<file path="src/hw/rtl/dsd_pkg.sv">
`timescale 1ns / 1ps
// ----------------------------------------------------------------------------
// dsd_pkg
// Shared widths, register codes and pipeline slot types of the delta decoder.
// ----------------------------------------------------------------------------
package dsd_pkg;

   // channel storage
   localparam int MAX_CHANNELS = 64;
   localparam int CHAN_W       = 6;
   localparam int COUNT_W      = 7;

   // datapath widths
   localparam int CODE_W       = 8;
   localparam int DELTA_W      = 12;
   localparam int SUM_W        = 32;
   localparam int SCALE_W      = 24;
   localparam int FRAC_W       = 16;
   localparam int SCALED_W     = 40;
   localparam int PROD_W       = SUM_W + SCALE_W + 1;

   // configuration port
   localparam int CSR_IDX_W    = 2;
   localparam int CSR_DATA_W   = 24;
   localparam logic [CSR_IDX_W-1:0] CSR_CHANNEL_COUNT = 2'd0;
   localparam logic [CSR_IDX_W-1:0] CSR_SCALE_FACTOR  = 2'd1;

   localparam logic [COUNT_W-1:0] COUNT_RESET = 7'd1;
   localparam logic [SCALE_W-1:0] SCALE_RESET = 24'd65536;

   // exponent code that selects the fine step (arithmetic shift right)
   localparam logic [1:0] EXP_CODE_FINE = 2'd3;

   // saturation limits of a running sum
   localparam logic signed [SUM_W-1:0] SUM_MAX = {1'b0, {(SUM_W-1){1'b1}}};
   localparam logic signed [SUM_W-1:0] SUM_MIN = {1'b1, {(SUM_W-1){1'b0}}};

   // one slot of the cell chain
   typedef struct packed {
      logic                      valid;
      logic [CHAN_W-1:0]         chan;
      logic                      last;
      logic signed [DELTA_W-1:0] delta;
      logic signed [SUM_W-1:0]   sum;
   } slot_type;

   // one finished result
   typedef struct packed {
      logic [CHAN_W-1:0]          chan;
      logic signed [SUM_W-1:0]    raw;
      logic signed [SCALED_W-1:0] scaled;
      logic                       last;
   } result_type;

endpackage

</file>
<file path="src/hw/rtl/dsd_cell.sv">
`timescale 1ns / 1ps
// ----------------------------------------------------------------------------
// dsd_cell
// One channel cell: holds that channel's running sum and passes the slot on.
// ----------------------------------------------------------------------------
module dsd_cell (
   input  logic                        clock,
   input  logic                        reset,
   input  logic                        advance,
   input  logic [dsd_pkg::CHAN_W-1:0]  cell_index,
   input  dsd_pkg::slot_type           slot_in,
   output dsd_pkg::slot_type           slot_out
);
   import dsd_pkg::*;

   logic signed [SUM_W-1:0] sum_ff;
   logic signed [SUM_W-1:0] sum_in;
   logic signed [SUM_W:0]   sum_wide;
   logic                    hit;
   slot_type                slot_ff;
   slot_type                slot_in_mod;

   assign hit = slot_in.valid && (slot_in.chan == cell_index);

   // saturating add of the delta
   assign sum_wide = {sum_ff[SUM_W-1], sum_ff} + (SUM_W+1)'(slot_in.delta);

   always_comb begin
      if (sum_wide[SUM_W] != sum_wide[SUM_W-1]) begin
         sum_in = sum_wide[SUM_W] ? SUM_MIN : SUM_MAX;
      end else begin
         sum_in = sum_wide[SUM_W-1:0];
      end
   end

   always_ff @(posedge clock) begin
      if (reset) begin
         sum_ff <= '0;
      end else if (advance && hit) begin
         sum_ff <= sum_in;
      end
   end

   // the owning cell writes its new sum into the passing slot
   always_comb begin
      slot_in_mod = slot_in;
      if (hit) begin
         slot_in_mod.sum = sum_in;
      end
   end

   always_ff @(posedge clock) begin
      if (reset) begin
         slot_ff.valid <= 1'b0;
      end else if (advance) begin
         slot_ff <= slot_in_mod;
      end
   end

   assign slot_out = slot_ff;

endmodule

</file>
<file path="config.mk">
export PLATFORM = sky130hd
export DESIGN_NAME = dsd_cell
export DESIGN_NICKNAME = d
export VERILOG_FILES = /design/src/hw/rtl/dsd_pkg.sv /design/src/hw/rtl/dsd_cell.sv
export SDC_FILE = /design/constraint.sdc
export NUM_CORES = 1
export LEC_CHECK = 0
export BUFFER_PORTS_ARGS = -buffer_cell sky130_fd_sc_hd__buf_2
export CORE_MARGIN = 2
export CORE_UTILIZATION = 59
export DETAILED_ROUTE_END_ITERATION = 8
export GPL_ROUTABILITY_DRIVEN = 0
export PLACE_DENSITY = 0.95
export SLEW_MARGIN = 20
export SYNTH_ARGS = -nofsm -noshare
export SYNTH_HDL_FRONTEND = slang
export SYNTH_SLANG_ARGS = --single-unit
</file>
<file path="constraint.sdc">
create_clock -name clock -period 8.8 [get_ports clock]
set_input_delay 1.76 -clock clock [delete_from_list [all_inputs] [get_ports clock]]
set_output_delay 1.76 -clock clock [all_outputs]
set_load 0.02 [all_outputs]
</file>
==> out/metrics.yaml <==
timing.hold.worst_path_depth: 2
htree_num_levels: 3
die_x_um: 98.0
design.final.nets: 761
totalPowerFinal_uw: 884
setup_repair_after_global_routing_missed_its_margin: "no"
tritonroute_pass_1_iters: 6
clk-insertion-delay-late_ns: 0.37
multi_input_comb_area_mm2: 0.00284
cts.sinks: 84
synth_edf_count: 51
synthesis.area_mm2: 0.00521
hold_violations: 0
routed_wire_length_per_instance_um: 19.8
route.antenna.remaining_nets: 0
ctsHoldBuffers: 0
synth_top_cell_by_area: "sky130_fd_sc_hd__edfxtp_1"
synth_largest_type_area_fraction: 0.294
setup-violations-final: 0
prevailing_post_synth_register_cell: "sky130_fd_sc_hd__edfxtp_1"
r2r_cells: 12
worst_slew_pin_slew_ns: 0.958
detail_route.vias_per_cell: 6.66
numCtsBuffers: 9
synth.yosys.seq_area_share: 0.421
worst_slew_margin_rel: 0.347
syn_nets: 660
peak_vdd_ir_v: 0.0000729
dpl_cell_area_mm2: 0.00582
worst_ep_arrival_time_ns: 5.37
start_util: 0.603
grt_pass1_vias: 4984
n_fill_cell: 550
grt_remaining_overflow: 0
initial_antenna_violation_count: 0
drt_iter0_markers: 780
timing.critical_path.required_ns: 9.05
place.port_buffers: 112
finalCriticalPeriod_ns: 5.12
fp.dieH_um: 98.0
max_cap_viol_count: 0
startpoint_type: "primary input"
grt_util_all_layers: 0.318
endpoint_kind: "register"
cts_repair_resized_insts: 0
worstPathMaxFanout: 16
hp-class: "register to register"
leakage_nw: 2.48
totalWireLength_um: 15500
pre_cts_ws_ns: 3.40
syn_avg_cell_area_um2: 9.20
area_growth_syn_to_layout_pct: 15.8
placement_rows: 34
netlist-cell-type-count: 60
synth.ff_latch_count: 84
finish.instance_area_mm2: 0.00603
outcome: "finished, final reports clean"
setup_ws_ns: 3.68
p_per_area_mw_per_mm2: 147
pin_count: 113
drcViolationCount: 0
hold_slack_ns: 0.513
layout-drive-gt1-share: 0.249
insertedDiodeCount: 0
regArea_mm2: 0.00219
synthCells: 566
cts_tree: "done"
worstSetupPathType: "primary input to register"
final_max_slew_viols: 0
grt_max_degree: 52
cts_root_buffer: "sky130_fd_sc_hd__clkbuf_8"
dp.final_hpwl_um: 10800
asyncSetResetFlopFracSynth: 0
clk_pin_slew_worst_paths_ns: 0.09
design.die.area_mm2: 0.00960
cts_setup_buffers: 0
post_synth_main_area_contributors: "sky130_fd_sc_hd__edfxtp_1 29%, sky130_fd_sc_hd__dfxtp_1 13%, sky130_fd_sc_hd__a21oi_1 7.7%"
period_share: 0.582
finClkSkew_ns: 0.0161
first_pass_grt_wire_length_um: 24600
dr_total_vias: 5196
core_mm2: 0.00864
synth-warning-count: 0
totalNegativeSetupSlack_ns: 0
cts.path.max_buffers: 2
achievable-frequency_ghz: 0.195
-- Yosys cell counts (2+ instances only) --
library cell               instances
sky130_fd_sc_hd__clkbuf_1         15
sky130_fd_sc_hd__inv_1            14
sky130_fd_sc_hd__dfxtp_1          33
sky130_fd_sc_hd__buf_4             2
sky130_fd_sc_hd__or3_1             2
sky130_fd_sc_hd__and2_1            4
sky130_fd_sc_hd__ha_1             32
sky130_fd_sc_hd__nor3_1            3
sky130_fd_sc_hd__nand2_4           5
sky130_fd_sc_hd__a211oi_1         30
sky130_fd_sc_hd__a211o_1           3
sky130_fd_sc_hd__xor2_1           10
sky130_fd_sc_hd__edfxtp_1         51
sky130_fd_sc_hd__a21o_1            4
sky130_fd_sc_hd__and4_1            3
sky130_fd_sc_hd__a21oi_1          80
sky130_fd_sc_hd__nand3_1          13
sky130_fd_sc_hd__a211oi_2          9
sky130_fd_sc_hd__buf_2             8
sky130_fd_sc_hd__o21ai_0          22
sky130_fd_sc_hd__nor2b_1           4
sky130_fd_sc_hd__o21a_1            2
sky130_fd_sc_hd__a21boi_0          3
sky130_fd_sc_hd__and3_1            8
sky130_fd_sc_hd__nor2_1           84
sky130_fd_sc_hd__nand2b_1          5
sky130_fd_sc_hd__a21oi_2           3
sky130_fd_sc_hd__xnor2_1          17
sky130_fd_sc_hd__or2_2             3
sky130_fd_sc_hd__nand2_2           4
sky130_fd_sc_hd__a31oi_1           6
sky130_fd_sc_hd__nor4_1            2
sky130_fd_sc_hd__o21ai_1           6
sky130_fd_sc_hd__o221a_2           2
sky130_fd_sc_hd__nand4_1           8
sky130_fd_sc_hd__o211ai_1          2
sky130_fd_sc_hd__nand2_1          41
-- state kept, by name (all words and copies together), names as in the netlist --
signal    cells
sum_ff       32
slot_out     52
-- through the flow --
| stage | utilization | cells |
|---|---|---|
| 4_1_cts | 0.698 | 780 |
| 6_report | 0.698 | 780 |
| 3_5_place_dp | 0.674 | 764 |
| 3_3_place_gp | 0.674 | 764 |
| 5_1_grt | 0.698 | 780 |
| 2_1_floorplan | - | 566 |
-- where the power goes --
part           switching (mW)  leakage, nW  internal (mW)
registers             0.00472        0.745          0.436
clock network           0.142        0.101          0.160
logic                  0.0922         1.63         0.0485
total                   0.239         2.48          0.645
-- logic make-up after synthesis --
family,after synthesis,synth area share
xor gates and xnor gates,28,0.0485
and+or+nand+nor,193,0.177
AOI/OAI and AO/OA,185,0.230
muxes,2,0.00624
adders and majority gates,33,0.0807
DFF,84,0.421
buffers and inverters,41,0.0375
-- metal layers --
layer | part of all wire | vias to the layer above | global-route usage
li1 | - | 2279 | -
met1 | 0.36 | 2361 | 0.390
met2 | 0.48 | 462 | 0.535
met3 | 0.12 | 94 | 0.0702
met4 | 0.045 | 0 | 0.146
met5 | 0 | - | 0
-- cells in the final DEF (no fill, tap or decap), types with 8 or more instances in the layout --
cell / count
sky130_fd_sc_hd__xor2_1: 10
sky130_fd_sc_hd__a21oi_1: 80
sky130_fd_sc_hd__dfxtp_1: 33
sky130_fd_sc_hd__a211oi_2: 9
sky130_fd_sc_hd__nor2_1: 84
sky130_fd_sc_hd__a211oi_1: 30
sky130_fd_sc_hd__o21ai_0: 22
sky130_fd_sc_hd__buf_2: 112
sky130_fd_sc_hd__nand3_1: 13
sky130_fd_sc_hd__xnor2_1: 17
sky130_fd_sc_hd__ha_1: 32
sky130_fd_sc_hd__nand2_1: 41
sky130_fd_sc_hd__and3_1: 8
sky130_fd_sc_hd__clkbuf_8: 9
sky130_fd_sc_hd__nand4_1: 8
sky130_fd_sc_hd__edfxtp_1: 51
sky130_fd_sc_hd__inv_1: 14
-- critical path: stages --
cell	delay, ns
sky130_fd_sc_hd__buf_2	0.10
sky130_fd_sc_hd__ha_1	0.18
sky130_fd_sc_hd__inv_1	0.07
sky130_fd_sc_hd__fa_1	0.39
sky130_fd_sc_hd__nand2b_1	0.24
sky130_fd_sc_hd__a21oi_1	0.29
sky130_fd_sc_hd__o21ai_0	0.25
sky130_fd_sc_hd__a21oi_2	0.39
sky130_fd_sc_hd__a21oi_2	0.15
sky130_fd_sc_hd__o21ai_2	0.59
sky130_fd_sc_hd__nor2_1	0.28
sky130_fd_sc_hd__buf_4	0.29
sky130_fd_sc_hd__a211oi_1	0.36
-- worst paths after layout --
check              start          to  slack [ns]
min           sum_ff[17]  sum_ff[17]        0.51
min reg2reg   sum_ff[17]  sum_ff[17]        0.51
max reg2reg    sum_ff[0]   sum_ff[0]        4.80
max          slot_in[32]   sum_ff[0]        3.68
-- cell type report --
class,instances,area share
Tap cell,108,0.0224
Multi-Input combinational cell,441,0.471
Inverter,14,0.00871
Sequential cell,84,0.363
Clock buffer,10,0.0212
Timing Repair Buffer,117,0.0991
Clock inverter,6,0.0145
No activity file was read; power rests on OpenSTA's default activity.
