==> src/hw/rtl/dsd_pkg.sv <==
`timescale 1ns / 1ps
// ----------------------------------------------------------------------------
// dsd_pkg
// Shared widths, register codes and pipeline slot types of the delta decoder.
// ----------------------------------------------------------------------------
package dsd_pkg;

   // channel storage
   localparam int MAX_CHANNELS = 64;
   localparam int CHAN_W       = 6;
   localparam int COUNT_W      = 7;

   // datapath widths
   localparam int CODE_W       = 8;
   localparam int DELTA_W      = 12;
   localparam int SUM_W        = 32;
   localparam int SCALE_W      = 24;
   localparam int FRAC_W       = 16;
   localparam int SCALED_W     = 40;
   localparam int PROD_W       = SUM_W + SCALE_W + 1;

   // configuration port
   localparam int CSR_IDX_W    = 2;
   localparam int CSR_DATA_W   = 24;
   localparam logic [CSR_IDX_W-1:0] CSR_CHANNEL_COUNT = 2'd0;
   localparam logic [CSR_IDX_W-1:0] CSR_SCALE_FACTOR  = 2'd1;

   localparam logic [COUNT_W-1:0] COUNT_RESET = 7'd1;
   localparam logic [SCALE_W-1:0] SCALE_RESET = 24'd65536;

   // exponent code that selects the fine step (arithmetic shift right)
   localparam logic [1:0] EXP_CODE_FINE = 2'd3;

   // saturation limits of a running sum
   localparam logic signed [SUM_W-1:0] SUM_MAX = {1'b0, {(SUM_W-1){1'b1}}};
   localparam logic signed [SUM_W-1:0] SUM_MIN = {1'b1, {(SUM_W-1){1'b0}}};

   // one slot of the cell chain
   typedef struct packed {
      logic                      valid;
      logic [CHAN_W-1:0]         chan;
      logic                      last;
      logic signed [DELTA_W-1:0] delta;
      logic signed [SUM_W-1:0]   sum;
   } slot_type;

   // one finished result
   typedef struct packed {
      logic [CHAN_W-1:0]          chan;
      logic signed [SUM_W-1:0]    raw;
      logic signed [SCALED_W-1:0] scaled;
      logic                       last;
   } result_type;

endpackage

==> src/hw/rtl/dsd_front.sv <==
`timescale 1ns / 1ps
// ----------------------------------------------------------------------------
// dsd_front
// Round-robin channel position and delta decode of the incoming coded byte.
// ----------------------------------------------------------------------------
module dsd_front (
   input  logic                           clock,
   input  logic                           reset,
   input  logic                           req_valid,
   input  logic                           advance,
   input  logic [dsd_pkg::CODE_W-1:0]     req_code_byte,
   input  logic [dsd_pkg::COUNT_W-1:0]    channel_count,
   output dsd_pkg::slot_type              slot_out
);
   import dsd_pkg::*;

   logic [CHAN_W-1:0]         position_ff;
   logic [CHAN_W-1:0]         position_in;
   logic [COUNT_W-1:0]        count_eff;
   logic [COUNT_W-1:0]        position_inc;
   logic                      last;
   logic signed [CODE_W-1:0]  byte_s;
   logic signed [CODE_W-1:0]  byte_masked;
   logic signed [DELTA_W-1:0] delta_base;
   logic signed [DELTA_W-1:0] delta;
   logic [1:0]                exp_code;

   // clamp the channel count into one to the channel maximum
   always_comb begin
      if (channel_count == '0) begin
         count_eff = COUNT_W'(1);
      end else if (channel_count > COUNT_W'(MAX_CHANNELS)) begin
         count_eff = COUNT_W'(MAX_CHANNELS);
      end else begin
         count_eff = channel_count;
      end
   end

   // scan end and next position
   assign position_inc = {1'b0, position_ff} + COUNT_W'(1);
   assign last         = (position_inc >= count_eff);
   assign position_in  = last ? '0 : position_inc[CHAN_W-1:0];

   always_ff @(posedge clock) begin
      if (reset) begin
         position_ff <= '0;
      end else if (req_valid && advance) begin
         position_ff <= position_in;
      end
   end

   // delta decode: fine step shifts right, coarse steps clear the code bits
   // and shift left by twice the code
   assign byte_s      = signed'(req_code_byte);
   assign exp_code    = req_code_byte[1:0];
   assign byte_masked = signed'({req_code_byte[CODE_W-1:2], 2'b00});
   assign delta_base  = DELTA_W'(byte_masked);

   always_comb begin
      if (exp_code == EXP_CODE_FINE) begin
         delta = DELTA_W'(byte_s >>> 2);
      end else begin
         delta = delta_base <<< {exp_code, 1'b0};
      end
   end

   // slot entering the first cell
   always_comb begin
      slot_out.valid = req_valid;
      slot_out.chan  = position_ff;
      slot_out.last  = last;
      slot_out.delta = delta;
      slot_out.sum   = '0;
   end

endmodule

==> config.mk <==
export PLATFORM = sky130hd
export DESIGN_NAME = dsd_front
export DESIGN_NICKNAME = d
export VERILOG_FILES = /design/src/hw/rtl/dsd_pkg.sv /design/src/hw/rtl/dsd_front.sv
export SDC_FILE = /design/constraint.sdc
export NUM_CORES = 1
export LEC_CHECK = 0
export BUFFER_PORTS_ARGS = -buffer_cell sky130_fd_sc_hd__buf_2
export CORE_UTILIZATION = 45
export DETAILED_ROUTE_END_ITERATION = 8
export GPL_ROUTABILITY_DRIVEN = 0
export PLACE_DENSITY = 0.86
export RECOVER_POWER = 50
export SKIP_CTS_REPAIR_TIMING = 1
export SYNTH_ARGS = -nofsm -noshare
export SYNTH_HDL_FRONTEND = slang
export SYNTH_SLANG_ARGS = --single-unit
==> constraint.sdc <==
create_clock -name clock -period 6 [get_ports clock]
set_clock_uncertainty 0.05 [all_clocks]
set_input_delay 0.9 -clock clock [delete_from_list [all_inputs] [get_ports clock]]
set_output_delay 0.9 -clock clock [all_outputs]
set_load 0.005 [all_outputs]
==> results of run 1 <==
-- power by group --
| part | switching [uW] | internal (uW) | leakage, uW |
|---|---|---|---|
| Combinational | 27.8 | 19.3 | 0.000526 |
| Clock | 14.8 | 22.6 | 0.0000138 |
| Sequential | 1.31 | 40.8 | 0.0000485 |
-- cells in the mapped netlist --
cell        n  area share, %
a21o_1      1           0.71
a21oi_1     5            2.4
a22o_1      2            1.7
a31oi_4     1            2.0
and3_1      2            1.2
buf_2       1           0.48
buf_4      34             24
clkbuf_1    6            2.1
conb_1      1           0.36
dfxtp_1     6             11
ha_1        8            9.5
inv_1       4            1.4
mux2i_1     2            1.9
mux4_2      1            2.1
nand2_1    19            6.8
nand2b_1    2            1.2
nand3_1     3            1.4
nand3_2     1           0.95
nand3b_1    8            5.7
nand4_1     1           0.59
nor2_1      5            1.8
nor2_2      1           0.59
nor3_1      1           0.48
nor4_1      2            1.2
nor4b_1     1           0.83
o2111ai_1   1           0.83
o211ai_1    8            5.7
o21a_1      1           0.71
o21ai_0     5            2.4
o21ai_2     1           0.83
o311ai_1    1           0.83
o41ai_2     1            1.5
or2b_1      1           0.71
xnor2_1     3            2.5
xor2_1      1           0.83
-- how the worst max path moves through the flow --
stage / startpoint / end / slack (ns) / cells past startpoint
CTS: channel_count[1] / slot_out[44] / 2.72 / 9
global placement: channel_count[1] / slot_out[44] / 2.77 / 9
finish: channel_count[1] / slot_out[44] / 2.35 / 9
detailed placement: channel_count[1] / slot_out[44] / 2.72 / 9
floorplan: channel_count[1] / slot_out[44] / 2.94 / 8
global route: channel_count[1] / slot_out[44] / 2.12 / 9
-- cells by family after synthesis --
| kind of cell | after synthesis | share of synthesized area, % |
|---|---|---|
| adders and majority gates | 8 | 9.51 |
| buffers and inverters | 45 | 28.3 |
| other | 1 | 0.356 |
| xor gates and xnor gates | 4 | 3.33 |
| DFF | 6 | 11.4 |
| AOI/OAI and AO/OA | 27 | 19.6 |
| and+or+nand+nor | 47 | 23.4 |
| muxes | 3 | 4.04 |
-- stage by stage --
step / utilization [%] / std cells / instance area (um^2)
2_1_floorplan: - / 172 / 1170
3_3_place_gp: 50.2 / 197 / 1110
3_5_place_dp: 50.2 / 197 / 1110
4_1_cts: 51.2 / 200 / 1130
5_1_grt: 50.2 / 200 / 1110
6_report: 50.2 / 200 / 1110
-- critical path, delay by kind of cell --
family          cells  cell delay, ns
compound gates      3            0.83
fa+ha+maj           1            0.23
buf+inv             2            0.34
simple gates        3            0.40
-- per-layer routing --
metal / wire length, um / vias up / track usage [%]
li1: - / 494 / -
met1: 858 / 420 / 20.2
met2: 858 / 43 / 23.6
met3: 152 / 0 / 6.67
met4: 0 / 0 / 2.78
met5: 0 / - / 0
-- final cells by class --
type	instances	area [um^2]	area share, %
Timing Repair Buffer	38	185	16.7
Tap cell	28	35.0	3.16
Clock buffer	3	22.5	2.03
Inverter	4	15.0	1.35
Sequential cell	6	120	10.8
Multi-Input combinational cell	121	732	66.0
==> impl_metrics.tcl, run 1 <==
set metrics [dict create \
    vias 957 \
    reg2reg_from "position_ff[0]$_SDFFE_PP0P_" \
    crit_fanout 6 \
    setup_tns_ns 0 \
    htreeDepth 1 \
    final-setup-viol-count 0 \
    root_buffer "clkbuf_4" \
    synth.avg_cell_area_um2 7.46 \
    max_freq_mhz 274 \
    ir_drop_v 0.000118 \
    timing.final.crit_period_ns 3.65 \
    die_area_um2 2540 \
    syn_to_final_growth_pct 5.47 \
    cp_data_arrival_time_ns 2.70 \
    hold_ws_ns 0.466 \
    syn_inst 141 \
    cp-end-kind "output port" \
    regMostFlops "position_ff" \
    die_height_um 50.4 \
    drt_iter0_markers 20 \
    drv_slew 0 \
    drive_above_1_share_pct 23.8 \
    ant_nets 0 \
    slew_headroom_pct 57.5 \
    leakage_uw 0.000588 \
    firstDrtPassIters 4 \
    worstPathCellList "buf_2 > nor3_1 > a21oi_1 > nor2_1 > ha_1 > nand2b_1 > a31oi_1 > o21ai_0 > buf_2" \
    fillers 239 \
    total_power_uw 127 \
    cts_tree "yes" \
    synth_warnings 0 \
    start_util_pct 47.6 \
    worstSetupPathType "in2out" \
    clk_pin_slew_ns 0.04 \
    io_pins 71 \
    hold_path_class "reg2reg" \
    slowest_stage "a31oi_1" \
    synth_area_um2 1050 \
    largest_reg_flops 6 \
    wirelength_um 1870 \
    reg2reg_slack_ns 3.48 \
    finalCritPeriodShare_pct 60.8 \
    synth-seq-cells 6 \
    layout_common_cells "34 x buf_2, 32 x conb_1, 19 x nand2_1" \
    ys_seq_area_share_pct 11.4 \
    grt_usage_pct 15.4 \
    cp-start-kind "input port" \
    grt_pass1_vias 722 \
    grt_pass1_wl_um 3000 \
    cts_buffer_depth 2 \
    grt_start_max_net_pins 18 \
    cp_slowest_stage_delay_ns 0.40 \
    die_w_um 50.4 \
    reg_top3 "position_ff x6" \
    port_buffers 38 \
    worst_hold_path.num_cells 2 \
    layout.nets 201 \
    cts_made_buffers 3 \
    antenna_found_initial 0 \
    rsz0062_at_grt "no" \
    via_per_inst 4.79 \
    hpwl_um 1520 \
    layout_commonest_cell "buf_2" \
    row_count 17 \
    cts_sinks 6 \
    power.density_nw_per_um2 114 \
    antenna-diode-count 0 \
    drc 0 \
    hold_end "position_ff[1]$_SDFFE_PP0P_" \
    wl_per_cell_um 9.35 \
    core_area_um2 2210 \
    clock_latency_ns 0.25 \
    fin_ws_ns 2.35 \
    tightestPinTransition_ns 0.637 \
    cp_common_cell "buf_2" \
    rr_worst_depth 7 \
    ys_types 35 \
    min_from "position_ff[1]$_SDFFE_PP0P_" \
    required_ns 5.05 \
    status "finished clean" \
    maxCapViolCount 0 \
    r2r-end "position_ff[5]$_SDFFE_PP0P_" \
    grt.overflow.total 0 \
    hold_viol_final 0 \
    preCtsSetupSlack_ns 2.72 \
]
No activity file was read; power rests on OpenSTA's default activity.
==> run 2: changes to the inputs <==
--- a/config.mk
+++ b/config.mk
@@ -6,10 +6,10 @@
 export NUM_CORES = 1
 export LEC_CHECK = 0
 export BUFFER_PORTS_ARGS = -buffer_cell sky130_fd_sc_hd__buf_2
-export CORE_UTILIZATION = 45
+export CORE_UTILIZATION = 42
 export DETAILED_ROUTE_END_ITERATION = 8
 export GPL_ROUTABILITY_DRIVEN = 0
-export PLACE_DENSITY = 0.86
+export PLACE_DENSITY = 0.81
 export RECOVER_POWER = 50
 export SKIP_CTS_REPAIR_TIMING = 1
 export SYNTH_ARGS = -nofsm -noshare
==> constraint.sdc (replaced) <==
create_clock -name clock -period 3.8 [get_ports clock]
set_clock_uncertainty 0.05 [all_clocks]
set_input_delay 0.57 -clock clock [delete_from_list [all_inputs] [get_ports clock]]
set_output_delay 0.57 -clock clock [all_outputs]
set_load 0.005 [all_outputs]
==> impl_metrics.tcl, run 2 (synthesis gave the netlist of run 1 again) <==
set metrics [dict create \
    clock_latency_ns 0.25 \
    row_count 17 \
    grt.overflow.total 0 \
    finalNonFillerCells 200 \
    final_area_um2 1130 \
    max_freq_mhz 345 \
    leakage_uw 0.000590 \
    antenna-diode-count 0 \
    drt_iter0_markers 9 \
    drive_above_1_share_pct 24.4 \
    layout.nets 201 \
    status "finished clean" \
    hold_viol_final 0 \
    cp_common_cell "ha_1" \
    reg_top3 "position_ff x6" \
    grt_pass1_wl_um 2910 \
    cts_buffer_depth 2 \
    die_height_um 52.1 \
    rsz0062_at_grt "no" \
    slew_headroom_pct 56.8 \
    timing.final.crit_period_ns 2.89 \
    layout_commonest_cell "buf_2" \
    multi_input_area_um2 751 \
    hold_ws_ns 0.464 \
    largest_reg_flops 6 \
    clk_pin_slew_ns 0.04 \
    worstSetupPathType "reg2out" \
    root_buffer "clkbuf_4" \
    wirelength_um 1910 \
    cts_sinks 6 \
    regMostFlops "position_ff" \
    start_util_pct 46.2 \
    grt_usage_pct 14.2 \
    layout_common_cells "33 x buf_2, 32 x conb_1, 19 x nand2_1" \
    cp_slowest_stage_delay_ns 0.42 \
    maxCapViolCount 0 \
    die_area_um2 2710 \
    drv_slew 0 \
    slowest_stage "dfxtp_1" \
    grt_start_max_net_pins 18 \
    seq_area_um2 120 \
    wl_per_cell_um 9.54 \
    antenna_found_initial 0 \
    setup_tns_ns 0 \
    grt_pass1_vias 742 \
    ant_nets 0 \
    die_w_um 52.1 \
    tightestPinTransition_ns 0.648 \
    cp_data_arrival_time_ns 2.27 \
    cp-start-kind "register" \
    htreeDepth 1 \
    port_buffers 38 \
    dp.cells 197 \
    placed_area_um2 1110 \
    io_pins 71 \
    fillers 239 \
    worstPathCellList "ha_1 > nand3_1 > xnor2_1 > ha_1 > nand4_1 > o21ai_2 > buf_2" \
    power.density_nw_per_um2 182 \
    hpwl_um 1560 \
    syn_to_final_growth_pct 7.13 \
    vias 966 \
    finalCritPeriodShare_pct 76.2 \
    final-setup-viol-count 0 \
    cts_made_buffers 3 \
    crit_fanout 6 \
    firstDrtPassIters 4 \
    core_area_um2 2280 \
    cts_tree "yes" \
    required_ns 3.18 \
    postLayoutCoreUtil_pct 49.5 \
    via_per_inst 4.83 \
    cp-end-kind "output port" \
    drc 0 \
    ir_drop_v 0.000206 \
    hold_path_class "reg2reg" \
]
==> run 2: changes by cell type in the layout (fill, tap and decap cells not counted), sizes merged <==
cell | previous run | this run
buf | 34 | 33
clkbuf | 7 | 8
==> run 2: metrics by stage <==
step | setup WS, ns | power (uW)
2_1_floorplan | 1.36 | 146
3_3_place_gp | 1.22 | 147
3_5_place_dp | 1.18 | 148
4_1_cts | 0.899 | 208
5_1_grt | 0.760 | 221
6_report | 0.905 | 205
==> run 2: final timing paths <==
check	start	to	slack, ns	cells after the start
min	position_ff[1]$_SDFFE_PP0P_	position_ff[1]$_SDFFE_PP0P_	0.46	2
max reg2reg	position_ff[0]$_SDFFE_PP0P_	position_ff[5]$_SDFFE_PP0P_	1.56	8
min reg2reg	position_ff[1]$_SDFFE_PP0P_	position_ff[1]$_SDFFE_PP0P_	0.46	2
max	position_ff[0]$_SDFFE_PP0P_	slot_out[44]	0.91	7
==> run 2: layout make-up <==
type | count | share of cell area, %
inverter | 4 | 1.33
timing repair buffer | 38 | 16.3
sequential | 6 | 10.7
tap | 28 | 3.11
clock buffer | 3 | 2.00
multi-input combinational | 121 | 66.6
==> run 2: per-layer routing <==
layer / track usage, % / wire [um] / share of wire (%) / vias up
li1: - / - / - / 495
met1: 16.6 / 867 / 45 / 421
met2: 24.4 / 866 / 45 / 50
met3: 5.56 / 173 / 9.1 / 0
met4: 2.70 / 0 / 0 / 0
met5: 0 / 0 / 0 / -
==> run 2: worst max-delay path, delay by kind of cell (launching register included) <==
| family | cells | cell delay, ns |
|---|---|---|
| AOI/OAI and AO/OA | 1 | 0.31 |
| xor gates and xnor gates | 1 | 0.18 |
| adders and majority gates | 2 | 0.55 |
| buffers and inverters | 1 | 0.17 |
| DFF | 1 | 0.42 |
| and+or+nand+nor | 2 | 0.41 |
==> run 2: power breakdown <==
part           internal, uW  switching [uW]  leakage [uW]
Combinational          33.0            47.4      0.000528
Sequential             64.5            1.92     0.0000485
Clock                  35.7            22.4     0.0000138
